## config.mk

```make
export PLATFORM = sky130hd
export DESIGN_NAME = msls_ctrl
export DESIGN_NICKNAME = d
export VERILOG_FILES = /design/src/msls_pkg.sv /design/src/msls_ctrl.sv
export SDC_FILE = /design/constraint.sdc
export NUM_CORES = 1
export LEC_CHECK = 0
export ABC_AREA = 0
export ABC_CLOCK_PERIOD_IN_PS = 5400
export BUFFER_PORTS_ARGS = -buffer_cell sky130_fd_sc_hd__buf_2
export CORE_AREA = 2 2 39 41
export CTS_BUF_LIST = sky130_fd_sc_hd__clkbuf_2 sky130_fd_sc_hd__clkbuf_4 sky130_fd_sc_hd__clkbuf_8
export DETAILED_ROUTE_END_ITERATION = 8
export DIE_AREA = 0 0 41 43
export PLACE_DENSITY = 0.71
export SLEW_MARGIN = 20
export SYNTH_ARGS = -nofsm -noshare
export SYNTH_HDL_FRONTEND = slang
export SYNTH_SLANG_ARGS = --single-unit
```

## constraint.sdc

```tcl
create_clock -name clk_i -period 5.4 [get_ports clk_i]
set_clock_uncertainty 0.2 [all_clocks]
set_input_delay 0.54 -clock clk_i [delete_from_list [all_inputs] [get_ports clk_i]]
set_output_delay 0.54 -clock clk_i [all_outputs]
set_load 0.005 [all_outputs]
```

## src/msls_pkg.sv

```systemverilog
`default_nettype none
package msls_pkg;

  // Controller states: one per datapath step
  typedef enum logic [3:0] {
    ST_IDLE,
    ST_CLASS,
    ST_FC,
    ST_TS,
    ST_AV,
    ST_TOL1,
    ST_FRAC,
    ST_MF,
    ST_CHECK,
    ST_TOL2,
    ST_DZ,
    ST_DT,
    ST_OUT
  } state_e;

  // Operations of the shared multiply/divide unit
  typedef enum logic [3:0] {
    OP_NONE,
    OP_FC,
    OP_TS,
    OP_AV,
    OP_TOL1,
    OP_FRAC,
    OP_MF,
    OP_TOL2,
    OP_DZ,
    OP_DT
  } op_e;

  typedef struct packed {
    logic load;
    logic go;
    logic cap;
    logic cls;
    logic pass;
    logic emit;
    op_e  sel;
  } cmd_t;

  typedef struct packed {
    logic busy;
    logic done;
    logic case_a;
    logic dw_neg;
    logic case_c;
    logic approx;
    logic dm_zero;
  } stat_t;

  // Configuration register indexes
  localparam logic REG_TIME_STEP = 1'b0;
  localparam logic REG_EQUAL_TOL = 1'b1;

  localparam logic signed [63:0] S_MAX = {1'b0, {63{1'b1}}};
  localparam logic signed [63:0] S_MIN = {1'b1, 63'd0};

  function automatic logic signed [63:0] sat_add(input logic signed [63:0] a,
                                                 input logic signed [63:0] b);
    logic signed [64:0] s;
    s = {a[63], a} + {b[63], b};
    if (s[64] != s[63]) begin
      sat_add = s[64] ? S_MIN : S_MAX;
    end else begin
      sat_add = s[63:0];
    end
  endfunction

  function automatic logic signed [63:0] sat_sub(input logic signed [63:0] a,
                                                 input logic signed [63:0] b);
    logic signed [64:0] s;
    s = {a[63], a} - {b[63], b};
    if (s[64] != s[63]) begin
      sat_sub = s[64] ? S_MIN : S_MAX;
    end else begin
      sat_sub = s[63:0];
    end
  endfunction

  function automatic logic signed [63:0] sat_neg(input logic signed [63:0] a);
    sat_neg = (a == S_MIN) ? S_MAX : -a;
  endfunction

  function automatic logic [63:0] mag(input logic signed [63:0] a);
    mag = a[63] ? 64'(-a) : 64'(a);
  endfunction

  function automatic logic signed [63:0] from_mag(input logic neg, input logic [63:0] m);
    if (neg) begin
      from_mag = m[63] ? S_MIN : -$signed(m);
    end else begin
      from_mag = m[63] ? S_MAX : $signed(m);
    end
  endfunction

endpackage
`default_nettype wire

```

## src/msls_ctrl.sv

```systemverilog
`default_nettype none
module msls_ctrl (
  input  wire logic            clk_i,
  input  wire logic            rst_ni,
  input  wire logic            in_valid_i,
  output logic                 in_stall_o,
  output logic                 out_valid_o,
  input  wire logic            out_stall_i,
  input  wire msls_pkg::stat_t stat_i,
  output msls_pkg::cmd_t       cmd_o
);
  import msls_pkg::*;

  state_e state_q, state_d;
  logic   started_q, started_d, out_valid_q, out_valid_d;
  op_e    op_w;
  state_e next_w;

  always_ff @(posedge clk_i or negedge rst_ni) begin
    if (!rst_ni) begin
      state_q     <= ST_IDLE;
      started_q   <= 1'b0;
      out_valid_q <= 1'b0;
    end else begin
      state_q     <= state_d;
      started_q   <= started_d;
      out_valid_q <= out_valid_d;
    end
  end

  // Map each step state to its unit operation and successor
  always_comb begin
    unique case (state_q)
      ST_FC:   begin op_w = OP_FC;   next_w = ST_TS;    end
      ST_TS:   begin op_w = OP_TS;   next_w = ST_AV;    end
      ST_AV:   begin op_w = OP_AV;   next_w = ST_CHECK; end
      ST_TOL1: begin op_w = OP_TOL1; next_w = stat_i.approx ? ST_MF : ST_FRAC; end
      ST_FRAC: begin op_w = OP_FRAC; next_w = ST_MF;    end
      ST_MF:   begin op_w = OP_MF;   next_w = ST_CHECK; end
      ST_TOL2: begin op_w = OP_TOL2; next_w = ST_DZ;    end
      ST_DZ:   begin op_w = OP_DZ;   next_w = ST_DT;    end
      ST_DT:   begin op_w = OP_DT;   next_w = ST_OUT;   end
      default: begin op_w = OP_NONE; next_w = ST_IDLE;  end
    endcase
  end

  always_comb begin
    state_d     = state_q;
    started_d   = started_q;
    out_valid_d = out_valid_q && out_stall_i;
    cmd_o       = '0;
    cmd_o.sel   = op_w;
    cmd_o.load  = in_valid_i && (state_q == ST_IDLE);
    in_stall_o  = state_q != ST_IDLE;

    unique case (state_q)
      ST_IDLE: begin
        if (in_valid_i) begin
          state_d = ST_CLASS;
        end
      end
      ST_CLASS: begin
        cmd_o.cls = 1'b1;
        if (stat_i.case_a) begin
          state_d = ST_CHECK;
        end else if (stat_i.dw_neg) begin
          state_d = ST_FC;
        end else if (stat_i.case_c) begin
          state_d = ST_TOL1;
        end else begin
          state_d = ST_CHECK;
        end
      end
      ST_CHECK: begin
        if (stat_i.dm_zero) begin
          cmd_o.pass = 1'b1;
          state_d    = ST_OUT;
        end else begin
          state_d = ST_TOL2;
        end
      end
      ST_OUT: begin
        // Hand over once the output register is free
        if (!out_valid_q || !out_stall_i) begin
          cmd_o.emit  = 1'b1;
          out_valid_d = 1'b1;
          state_d     = ST_IDLE;
        end
      end
      default: begin
        // Start the unit, then capture its result
        if (!started_q) begin
          cmd_o.go  = 1'b1;
          started_d = 1'b1;
        end else if (stat_i.done) begin
          cmd_o.cap = 1'b1;
          started_d = 1'b0;
          state_d   = next_w;
        end
      end
    endcase
  end

  assign out_valid_o = out_valid_q;

  a_go_idle: assert property (@(posedge clk_i) disable iff (!rst_ni)
    cmd_o.go |-> !stat_i.busy)
    else $error("unit started while busy");
  a_emit_valid: assert property (@(posedge clk_i) disable iff (!rst_ni)
    cmd_o.emit |=> out_valid_o)
    else $error("result lost after emit");
  a_emit_free: assert property (@(posedge clk_i) disable iff (!rst_ni)
    cmd_o.emit |-> !(out_valid_q && out_stall_i))
    else $error("stalled result overwritten");
  a_load_leave: assert property (@(posedge clk_i) disable iff (!rst_ni)
    cmd_o.load |=> (state_q == ST_CLASS))
    else $error("accepted beat not processed");
  a_cap_done: assert property (@(posedge clk_i) disable iff (!rst_ni)
    cmd_o.cap |-> (stat_i.done && !cmd_o.go))
    else $error("capture without unit result");

endmodule
`default_nettype wire

```

==> results of run 1 <==
-- worst max-delay path: stages, from the launching register on --
cell and delay (ns):
dfrtp_1 0.56, or4_4 0.62, nor2_1 0.09, buf_2 0.11
-- cell families after synthesis --
family,Yosys count,share of synthesized area
AOI/OAI and AO/OA,23,0.310
xor gates and xnor gates,1,0.0156
buffers and inverters,8,0.0557
DFF,6,0.267
muxes,3,0.0735
and+or+nand+nor,28,0.278
-- routing by layer --
layer	wire length (µm)	up-vias	track usage
met5	0	-	0
met4	23	0	0.107
met3	53	2	0.0157
met2	610	16	0.256
met1	558	266	0.250
li1	-	292	-
-- placed cells by master, fill, tap and decap left out --
master,n
clkbuf_4,3
nor4b_1,1
o22ai_1,2
or4_4,1
dfrtp_1,6
inv_1,2
o21bai_1,1
a21oi_2,1
o21ai_0,1
nor2b_1,6
nand2b_1,1
o32ai_1,1
a22o_1,3
a211o_1,2
buf_2,21
nand4bb_1,2
mux2_1,1
nor2_1,7
o22ai_2,1
o31ai_1,2
xnor2_1,1
a22oi_1,1
a21oi_1,3
and2_1,1
o22a_1,1
dlygate4sd3_1,1
nor3_1,3
mux2_4,2
a2bb2oi_1,1
o21ai_1,1
nand2_1,6
a211oi_1,2
-- final cells by class --
class,instances,share of cell area
Clock buffer,3,0.0324
Inverter,2,0.0108
Timing Repair Buffer,22,0.165
Multi-Input combinational cell,55,0.547
Sequential cell,6,0.216
Tap cell,16,0.0288
-- metrics by stage --
step	total power [mW]	instance area, µm²	util	instances	setup slack, ns
after floorplan	0.309	562	-	69	3.52
after detailed placement	0.373	663	0.479	100	3.28
after global placement	0.366	663	0.479	100	3.29
after CTS	0.416	696	0.503	104	3.03
after global routing	0.457	696	0.503	104	2.86
final	0.412	696	0.503	104	3.04
-- final timing paths --
| kind | to | slack (ns) | cells past startpoint |
|---|---|---|---|
| max | cmd_o[9] | 3.04 | 3 |
| min | out_valid_o | 0.33 | 2 |
| max reg2reg | state_q[0] | 3.27 | 4 |
| min reg2reg | out_valid_o | 0.33 | 2 |
| max in group asynchronous | started_q | 4.40 | 2 |
| min in group asynchronous | out_valid_o | 0.46 | 2 |
-- timing repair --
action                                  in CTS  in global routing
setup buffers                                0                  0
hold buffers                                 1                  0
endpoints found under the setup margin       0                  0
hold endpoints to repair                     6                  0
-- power breakdown --
part	internal, mW	leakage [nW]	switching, mW	total (mW)
logic	0.135	0.244	0.101	0.236
registers	0.0656	0.0730	0.0708	0.136
clock network	0.0251	0.0138	0.0150	0.0401
total	0.225	0.331	0.187	0.412
-- registers in the layout (all words and copies together), names as in the netlist --
| signal | flops |
|---|---|
| out_valid_o | 1 |
| started_q | 1 |
| state_q | 4 |
==> results.md, run 1 <==
- Layout Nets: 101
- Critical Path Fanout Max: 17
- Leakage: 0.331 nW
- Hpwl dp: 895 µm
- Post-Synthesis Cells: 69
- Critical Path Start: state_q[3]
- R2r startpoint: state_q[3]
- ANT cells: 0
- Yosys warnings: 0
- Finish-stage setup viols: 0
- PostCTS Resize Cnt: 0
- Run status: completed
- Power per cell area: 592 mW/mm²
- GP Congestion: 0.783
- Post-synth design cell area: 562 µm²
- Max-cap viol count: 0
- Yosys top cell by area: dfrtp_1
- List of most frequent post-synthesis cells: 7 x nor2_1, 6 x dfrtp_1, 6 x nand2_1, 6 x nor2b_1, 4 x clkbuf_1
- Syn Nets: 80
- Yosys reg bits: 6
- FF+latch area: 150 µm²
- Clock buffer depth: 2
- DRT antenna net count: 0
- Post-synth cell types: 32
- Antenna violations before repair: 0
- Via count: 576
- Slew Viols, Final: 0
- Drt first pass iters: 4
- Post-Route Setup TNS: 0 ns
- DR iter-0 viols: 6
- First-pass GRT wire length: 2.19 mm
- Core outline area: 0.00138 mm²
- Overflow after GRT: 0
- DR WL/cell: 12.0 µm
- Final WL: 1.25 mm
- Vias in the first global route: 514
- CP Capture Type: output port
- RSZ-0062 raised after global routing: false
- CP arrival: 1.62 ns
- Reg clk slew, reported paths: 0.04 ns
- Asr flop ratio synth: 1.00
- Die X-Extent: 41 µm
- DR vias/cell: 5.54
- CP Class: register to output port
- Tmin final: 2.36 ns
- Top_reg_cell synth: dfrtp_1
- Max Clock Freq: 0.423 GHz
- Required @ worst endpoint: 4.66 ns
- Std cell rows: 14
- Synth top area share: 0.267
- Sequential share of the synthesized area: 0.267
- Initial Utilization: 0.406
- TritonCTS clock tree: built
- Die Height: 43 µm
- Multi-input logic area: 380 µm²
- Hold slack: 0.328 ns
- EDFF count, synth: 0
- Crit start category: register
- Synth Area per Inst: 8.14 µm²
- Die Outline Area: 0.00176 mm²
- Synth top area cells: dfrtp_1 27%, nor2b_1 6.7%, mux2_4 5.3%
- CTS H-tree lvls: 1
- TritonCTS Buffers: 3
- GRT Total Usage: 0.179
- Hold path startpoint: out_valid_o
- Max-Slew Margin vs Limit: 0.637
- Sink Count: 6
- Fillcell total: 139
- Slew @ Worst Pin: 0.544 ns
- Clk_lat worst skew: 0.24 ns
- Port bufs: 21
- Tcrit/Tclk final: 0.438
- Hold crit path type: register to register
- # DRC: 0
- Area grow syn2layout: 23.8%
- Largest net degree at the start of global routing: 20
- VDD IR-drop max: 0.000259 V
- Most numerous cell in the Yosys netlist: nor2_1
- Layout cells sized above 1: 0.330
- Final hold viol count: 0
- Clk root buf: clkbuf_4
- IO Pins: 23
Note: power is estimated with default switching activity, not from simulation.
==> run 2, diff against run 1 <==
==> config.mk (replaced) <==
export PLATFORM = sky130hd
export DESIGN_NAME = msls_ctrl
export DESIGN_NICKNAME = d
export VERILOG_FILES = /design/src/msls_pkg.sv /design/src/msls_ctrl.sv
export SDC_FILE = /design/constraint.sdc
export NUM_CORES = 1
export LEC_CHECK = 0
export ABC_AREA = 1
export ABC_CLOCK_PERIOD_IN_PS = 1900
export BUFFER_PORTS_ARGS = -buffer_cell sky130_fd_sc_hd__buf_2
export CORE_UTILIZATION = 44
export CTS_BUF_LIST = sky130_fd_sc_hd__clkbuf_2 sky130_fd_sc_hd__clkbuf_4 sky130_fd_sc_hd__clkbuf_8
export DETAILED_ROUTE_END_ITERATION = 8
export PLACE_DENSITY = 0.76
export SLEW_MARGIN = 20
export SYNTH_ARGS = -nofsm -noshare
export SYNTH_HDL_FRONTEND = slang
export SYNTH_SLANG_ARGS = --single-unit
==> constraint.sdc (replaced) <==
create_clock -name clk_i -period 1.9 [get_ports clk_i]
set_clock_uncertainty 0.2 [all_clocks]
set_input_delay 0.19 -clock clk_i [delete_from_list [all_inputs] [get_ports clk_i]]
set_output_delay 0.19 -clock clk_i [all_outputs]
set_load 0.005 [all_outputs]
==> results.md, run 2 <==
- Run status: completed
- DR WL/cell: 9.67 µm (-19%)
- Via count: 677 (+18%)
- Worst-path cell chain: nor2_2, nand2_2, nand2_2, nor2_1, buf_2
- EDFF count, synth: 0 (unchanged)
- Hold path startpoint: stat_i[5]
- ANT cells: 0 (unchanged)
- Drt first pass iters: 4 (unchanged)
- Synth top area cells: dfrtp_1 25%, nand2_1 25%, nor2_1 8.9%
- Slowest stage cell on the critical path: dfrtp_1
- Final Power: 1.19 mW (+190%)
- Yosys warnings: 0 (unchanged)
- Max Clock Freq: 0.557 GHz
- Post-Route Setup TNS: 0 ns (unchanged)
- Post-layout util: 0.629 (+0.127)
- Vias in the first global route: 521 (+1.4%)
- List of most frequent post-synthesis cells: 40 x nand2_1, 14 x nor2_1, 13 x inv_1
- Power per cell area: 1610 mW/mm² (+170%)
- Most used cell, CP: nand2_2
- Die Outline Area: 0.00149 mm² (-16%)
- Clk root buf: clkbuf_4
- Required @ worst endpoint: 1.51 ns (-3.15 ns)
- Post-synth design cell area: 589 µm² (+4.9%)
- Final worst slack: 0.103 ns (-2.93 ns)
- CP arrival: 1.41 ns (-0.21 ns)
- Tcrit/Tclk final: 0.946
- Top_reg_cell synth: dfrtp_1
- Largest net degree at the start of global routing: 10 (-50%)
- Critical Path Start: state_q[3]
- Antenna violations before repair: 0 (unchanged)
- Critical Path Fanout Max: 7 (-10)
- Port bufs: 21 (unchanged)
- Area grow syn2layout: 25.1%
- Initial Utilization: 0.503 (+0.0972)
- RSZ-0062 raised after global routing: false
- TritonCTS clock tree: built
- WP buf/inv: 1 (unchanged)
- # DRC: 0 (unchanged)
- Clock buffer depth: 2 (unchanged)
- Hold crit path type: input port to register
- Finish-stage setup viols: 0 (unchanged)
- Max reg flops: 4 (unchanged)
- Sequential share of the synthesized area: 0.255 (-0.0125)
- Final WL: 1.34 mm (+8.0%)
- First-pass GRT wire length: 2.04 mm (-6.9%)
- DR vias/cell: 4.87 (-12%)
- DP Worst Slack: 0.336 ns (-2.94 ns)
- Commonest non-fill, non-tap cell in the layout: nand2_1
- Leakage: 0.475 nW (+43%)
- Yosys top cell by area: dfrtp_1
- Max-Slew Margin vs Limit: 0.767 (+0.130)
- Layout cells sized above 1: 0.280 (-0.0495)
- Tmin final: 1.80 ns
- Final hold viol count: 0 (unchanged)
- Asr flop ratio synth: 1.00 (unchanged)
- Die Height: 38.6 µm (-10%)
- Clk_lat worst skew: 0.24 ns (about the same)
- CTS H-tree lvls: 1 (unchanged)
- Reg2reg setup slack: 0.32 ns (-2.95 ns)
- Sink Count: 6 (unchanged)
- Commonest non-fill, non-tap cells in the layout: 40 x nand2_1, 21 x buf_2, 14 x nor2_1, 13 x inv_1, 10 x nand3_1
- Std cell rows: 12 (-2)
- Slew @ Worst Pin: 0.349 ns (-0.194 ns)
- TritonCTS Buffers: 3 (unchanged)
- Reg clk slew, reported paths: 0.04 ns (about the same)
- Overflow after GRT: 0 (unchanged)
- Synth Area per Inst: 5.83 µm² (-28%)
- Most numerous cell in the Yosys netlist: nand2_1
- Placed inst area: 693 µm² (+4.5%)
- GP Congestion: 0.855 (+9.1%)
- CP Capture Type: output port
- Crit start category: register
- DRT antenna net count: 0 (unchanged)
- GRT Total Usage: 0.197 (+0.0176)
- CP peak stage delay: 0.46 ns (-0.16 ns)
- Layout Nets: 138 (+37%)
- Design Area, Final: 737 µm² (+5.9%)
- Post-Synthesis Cells: 101 (+46%)
- R2r startpoint: state_q[3]
- Reg with most FFs: state_q
- Die X-Extent: 38.6 µm (-5.9%)
- Syn Nets: 112 (+40%)
- Post-synth cell types: 17 (-47%)
- Max-cap viol count: 0 (unchanged)
- Crit path max-delay family: simple AND/OR/NAND/NOR gates
- VDD IR-drop max: 0.000672 V (+160%)
- Synth top area share: 0.255 (-0.0125)
- Core outline area: 0.00117 mm² (-15%)
- Hpwl dp: 1.05 mm (+17%)
- Fillcell total: 120 (-14%)
- CP Class: register to output port
- IO Pins: 23 (unchanged)
- DR iter-0 viols: 19 (+13)
- Slew Viols, Final: 0 (unchanged)
- Yosys reg bits: 6 (unchanged)
## run 2: kinds of logic after synthesis
group,Yosys count,share of synthesized area
flip-flops,6,0.255
AO/OA/AOI/OAI,5,0.0510
AND/OR/NAND/NOR,74,0.573
buffers and inverters,16,0.121
## run 2: through the flow
step,cells,hold WS (ns)
after global placement,134,-0.183
after floorplan,101,-0.306
final,139,0.0937
after CTS,139,0.0979
after global routing,139,0.111
after detailed placement,134,-0.187
## run 2: repair_timing
item	in CTS	in global routing
hold buffers	2	0
buffers inserted	0	0
setup endpoints to repair	0	1
hold endpoints to repair	7	0
resized for setup	0	1
## run 2: layout make-up
class                           count  area (µm²)  share of cell area
Inverter                           14        52.6              0.0713
Sequential cell                     6         151               0.205
Timing Repair Buffer               23         125               0.170
Multi-Input combinational cell     79         368               0.499
Clock buffer                        3        22.5              0.0306
Tap cell                           14        17.5              0.0238
## run 2: path summary, 6_finish.rpt
check	to	depth (start not counted)
min reg2reg	out_valid_o	2
min	started_q	4
max reg2reg	state_q[3]	7
max in group asynchronous	state_q[0]	2
min in group asynchronous	state_q[1]	2
max	cmd_o[8]	5
## run 2: report_power, final
group | internal, mW | switching, mW
clock network | 0.0713 | 0.0447
registers | 0.186 | 0.106
logic | 0.302 | 0.476
total | 0.560 | 0.627
## run 2: tightest hold or removal path, delay by kind of cell
family / cells / cell delay (ns)
simple gates: 3 / 0.24
buf+inv: 1 / 0.07
## run 2: routing by layer
layer / vias to the layer above / track usage / wire (µm)
li1: 359 / - / -
met1: 290 / 0.258 / 599
met2: 26 / 0.342 / 639
met3: 2 / 0.0173 / 87
met4: 0 / 0.0517 / 17
met5: - / 0 / 0
